===== src/rtl/core/apf_ram.sv =====
// ============================================================================
// apf_ram
// Generic simple dual-port RAM: one write port, one read port, registered read.
// ============================================================================
module apf_ram #(
    parameter int WIDTH = 8,
    parameter int DEPTH = 16,
    localparam int AW   = (DEPTH > 1) ? $clog2(DEPTH) : 1
) (
    input  logic             i_clk,
    input  logic             i_we,
    input  logic [AW-1:0]    i_waddr,
    input  logic [WIDTH-1:0] i_wdata,
    input  logic [AW-1:0]    i_raddr,
    output logic [WIDTH-1:0] o_rdata
);

    logic [WIDTH-1:0] r_mem [DEPTH];
    logic [WIDTH-1:0] r_rdata;

    // write port and registered read port
    always_ff @(posedge i_clk) begin
        if (i_we) begin
            r_mem[i_waddr] <= i_wdata;
        end
        r_rdata <= r_mem[i_raddr];
    end

    assign o_rdata = r_rdata;

endmodule

===== config.mk =====
export PLATFORM = sky130hd
export DESIGN_NAME = apf_ram
export DESIGN_NICKNAME = d
export VERILOG_FILES = /design/src/rtl/core/apf_ram.sv
export SDC_FILE = /design/constraint.sdc
export NUM_CORES = 1
export LEC_CHECK = 0
export ABC_AREA = 1
export BUFFER_PORTS_ARGS = -buffer_cell sky130_fd_sc_hd__buf_4
export CORE_ASPECT_RATIO = 1.5
export CORE_MARGIN = 10
export CORE_UTILIZATION = 52
export DETAILED_ROUTE_END_ITERATION = 10
export GPL_TIMING_DRIVEN = 1
export HOLD_SLACK_MARGIN = 0.15
export MAX_ROUTING_LAYER = met4
export PLACE_DENSITY = 0.75
export SLEW_MARGIN = 20
export SYNTH_ARGS = -nofsm -noshare
export SYNTH_HDL_FRONTEND = slang
export SYNTH_SLANG_ARGS = --single-unit

===== constraint.sdc =====
create_clock -name i_clk -period 1.7 [get_ports i_clk]
set_input_delay 0.425 -clock i_clk [delete_from_list [all_inputs] [get_ports i_clk]]
set_output_delay 0.425 -clock i_clk [all_outputs]
set_load 0.005 [all_outputs]

## Yosys cells after proc, flatten, opt, wreduce, memory -nomap -nowiden

Memories as Yosys holds them, arrays and structs flattened. A register that Yosys moved wholly into a read port is not among the register bits.
Index checks and enable logic that the tools add are counted.

- Mux-type cells: 2

Operators with widths:

| cell | number |
|---|---|
| $mux W1 | 2 |

- Bits in registers: 0
- RAM bits: 128
- Input bits: 18
- Output and inout port bits: 8
- Logic and storage cells: 3
- Memories kept: 1

Memory list:

| name | words | width | rd ports | clocked after memory_dff | write ports | RTL line | source |
|---|---|---|---|---|---|---|---|
| r_mem | 16 | 8 | 1 | 1 | 1 | 18 | `logic [WIDTH-1:0] r_mem [DEPTH];` |

## Depth between registers and ports, before layout

- Word-level depth: 2
- Gate-level depth with buffers: 8

## Worst setup path before layout

Ideal clock, no wire load.

- Path kind: input -> register
- Start: input port i_waddr[2]
- End: memory r_mem[10][0] (enable)
- Data arrival time: 1.006 ns
- Path slack: 0.324 ns
- Cell stages on the path: 2
- Cells stage by stage: nand3b_1 nor2_1

RTL lines:

| what | RTL line | source |
|---|---|---|
| from (decl) | 12 | `input logic [AW-1:0] i_waddr,` |
| to (decl) | 18 |  |

Straight into the memory's write port.

## Worst setup path after layout

- Start: register r_rdata[5], in the netlist o_rdata[5] (read register of r_mem)
- End: output port o_rdata[5]

RTL lines:

| what | RTL line | source |
|---|---|---|
| from (decl) | 19 | `logic [WIDTH-1:0] r_rdata;` |
| to (decl) | 15 | `output logic [WIDTH-1:0] o_rdata` |

No word-level cell between the ends.

==> results.md <==
- Status: finished clean
- Comb pwr share: 0.064
- Global-route wire length before repair: 20.8 mm
- CTS tree: yes
- Clock share of power: 0.445
- Initial Utilization: 0.527
- RSZ-0062 raised after global routing: no
- Reg-to-reg endpoint: o_rdata[1]$_DFF_P_
- Sw frac: 0.213
- Clk_lat worst skew: 0.41 ns
- Routed Antenna Nets: 0
- Hold Path End: o_rdata[1]$_DFF_P_
- CP top delay family: flip-flops
- Actual slew at the worst max-slew pin: 0.345 ns
- Cts repair resizes: 0
- CP max FO: 1
- Area share of the largest cell type after synthesis: 0.667
- Crit start category: flip-flop
- Met2 Use GR: 0.297
- Hold Path Class: in -> reg
- FMAX: around 0.75 GHz
- Final setup fails: 0
- Internal: 0.00604 W
- HPWL after DPL: 8.46 mm
- DR pass1 iterations: 5
- Layout area overhead: 16.7%
- Io pins: 26
- Busiest layer in global routing: met2
- GPL Wtd Cong: 0.842
- Worst VDD drop: 0.811 mV
- Largest net degree at the start of global routing: 41
- Vias in the first global route: roughly 3800
- Core box area: between 0.01 and 0.015 mm^2
- Slew margin rel.: 0.770
- Slowest stage delay, CP: 0.37 ns
- Dpl cells: between 700 and 800
- Setup TNS: 0 ns
- Final hold violation count: 0
- Max clock buf depth: 2
- GR met1 Demand/Resource: 0.201
- Area of placed instances: 0.00618 mm^2
- Fillers: about 880
- Min Tclk post-route: roughly 1.3 ns
- Commonest non-fill, non-tap cell in the layout: nand2_1
- WHS: 0.331 ns
- Psw: 0.00163 W
- Mapped cell area: 0.00577 mm^2
- H-tree levels: 4
- Worst-path clk slew: ~0.06 ns
- Seq pwr share: 0.492
- CP bufs+invs: 1
- Commonest cells after routing, fill and taps aside: nand2_1 (173), edfxtp_1 (128), inv_1 (100)
- CTS root buffer: clkbuf_16
- N_diodes: 0
- Post-CTS Hold Fix Bufs: 0
- Final Cycle Share: 0.786
- Met3 usage: 0.0437
- Synth warn: 0
- Yosys cell types: 12
- Leading area contributor after synthesis: edfxtp_1
- Clock Sink Count: 136
- Die Height: between 100 and 150 um
- Required time of the critical path: 1.27 ns
- Worst path slowest cell: dfxtp_1
- WL/cell: 17.5 um
- Setup bufs post-CTS: 0
- R2r startpoint: r_mem[6][1]$_DFFE_PP_
- Fin cells: around 760
- Gr ovfl total: 0
- Clock skew: approximately 0.0072 ns
- R2R setup slack: 0.68 ns
- Largest cells by area after synthesis: edfxtp_1 (67%), nand2_1 (11%), nand3_1 (8.4%), inv_1 (6.5%), dfxtp_1 (2.8%)
- Die area: around 0.016 mm^2
- Crit path cell chain: buf_4
- DR DRC count: 0
- Total Wirelength: ~13 mm
- Synthesis-stage register bit count: roughly 140
- Nets: 614
- WS Path Type: reg -> out
- Arrival time worst endpoint: 0.91 ns
- Synth Area per Inst: approximately 10 um^2
- Worst reg2reg path depth: 6
- Vias per inst: 5.23
- GRT Total Usage: 0.178
- Sequential area share after synthesis: 0.694
- Initial antenna violation count: 0
- Mapped Cells: 551
- Layout cells sized above 1: 0.126
- P per Cell Area: 1140 mW/mm^2
- Routed via count: 3957
- Die span in x: 106 um
- PortBufs: 25
- Row Count: 47
- WHS Path Cells: 3
- P_leak: 2.94 nW
- Worst setup EP type: output port
- CTS buffer count: 17
- Synth Net Count: ~570
- Hold path start: i_raddr[3]
- Final instance area: 0.00673 mm^2
- Max cap viols: 0
- Starting DRT DRC Count: ~300
- Final Slew Violations: 0
## state kept, by name, summed over array words and instances (netlist names)
register and count:
r_mem 128, o_rdata 8
## power by group through the flow
| stage | logic, W | clock network, W | registers [W] |
|---|---|---|---|
| final | 0.000490 | 0.00341 | 0.00377 |
| after global routing | 0.000538 | 0.00361 | 0.00378 |
| after CTS | 0.000493 | 0.00345 | 0.00377 |
| after detailed placement | 0.000488 | 0 | 0.00384 |
| after global placement | 0.000478 | 0 | 0.00384 |
| after floorplan | 0.000264 | 0 | 0.00384 |
## cells in the mapped netlist, drive strengths merged
master  instances
nand2         173
edfxtp        128
inv           102
nand3          97
buf            24
nor2           17
dfxtp           8
nand3b          2
## worst max-delay path by stage
stage | from | to | slack, ns | depth (start not counted)
after floorplan | i_waddr[2] | r_mem[10][0]$_DFFE_PP_ | 0.32 | 2
after global placement | i_raddr[0] | o_rdata[0]$_DFF_P_ | 0.17 | 8
after detailed placement | i_raddr[0] | o_rdata[0]$_DFF_P_ | 0.15 | 8
after CTS | o_rdata[5]$_DFF_P_ | o_rdata[5] | 0.34 | 1
after global routing | o_rdata[5]$_DFF_P_ | o_rdata[5] | 0.34 | 1
final | o_rdata[5]$_DFF_P_ | o_rdata[5] | 0.36 | 1
## cell type report
class                           instances  area (um^2)  share of cell area
Clock buffer                           21          440              0.0654
Timing Repair Buffer                   50          400              0.0595
Inverter                              102          383              0.0569
Clock inverter                         11          106              0.0158
Sequential cell                       136         4000               0.595
Tap cell                              147          184              0.0273
Multi-Input combinational cell        289         1210               0.180
## per-stage QoR
step                      utilization  power, W  setup slack [ns]
after floorplan                     -   0.00410             0.324
after global placement          0.565   0.00432             0.172
after detailed placement        0.565   0.00433             0.154
after CTS                       0.615   0.00772             0.335
after global routing            0.615   0.00792             0.336
final                           0.615   0.00768             0.363
## tightest hold or removal path, stage by stage
cell	delay [ns]
buf_4	0.15
nand3_1	0.09
nand2_1	0.05
## routing by layer
| layer | vias to the layer above | routed length [um] |
|---|---|---|
| li1 | 1863 | - |
| met1 | 1886 | 5160 |
| met2 | 178 | 6820 |
| met3 | 30 | 854 |
| met4 | 0 | 388 |
| met5 | - | 0 |
## cells by family after synthesis
logic type    after synthesis  share of synthesized area
buf+inv                   126                     0.0952
flops                     136                      0.694
simple gates              289                      0.210
Note: power is estimated with default switching activity, not from simulation.
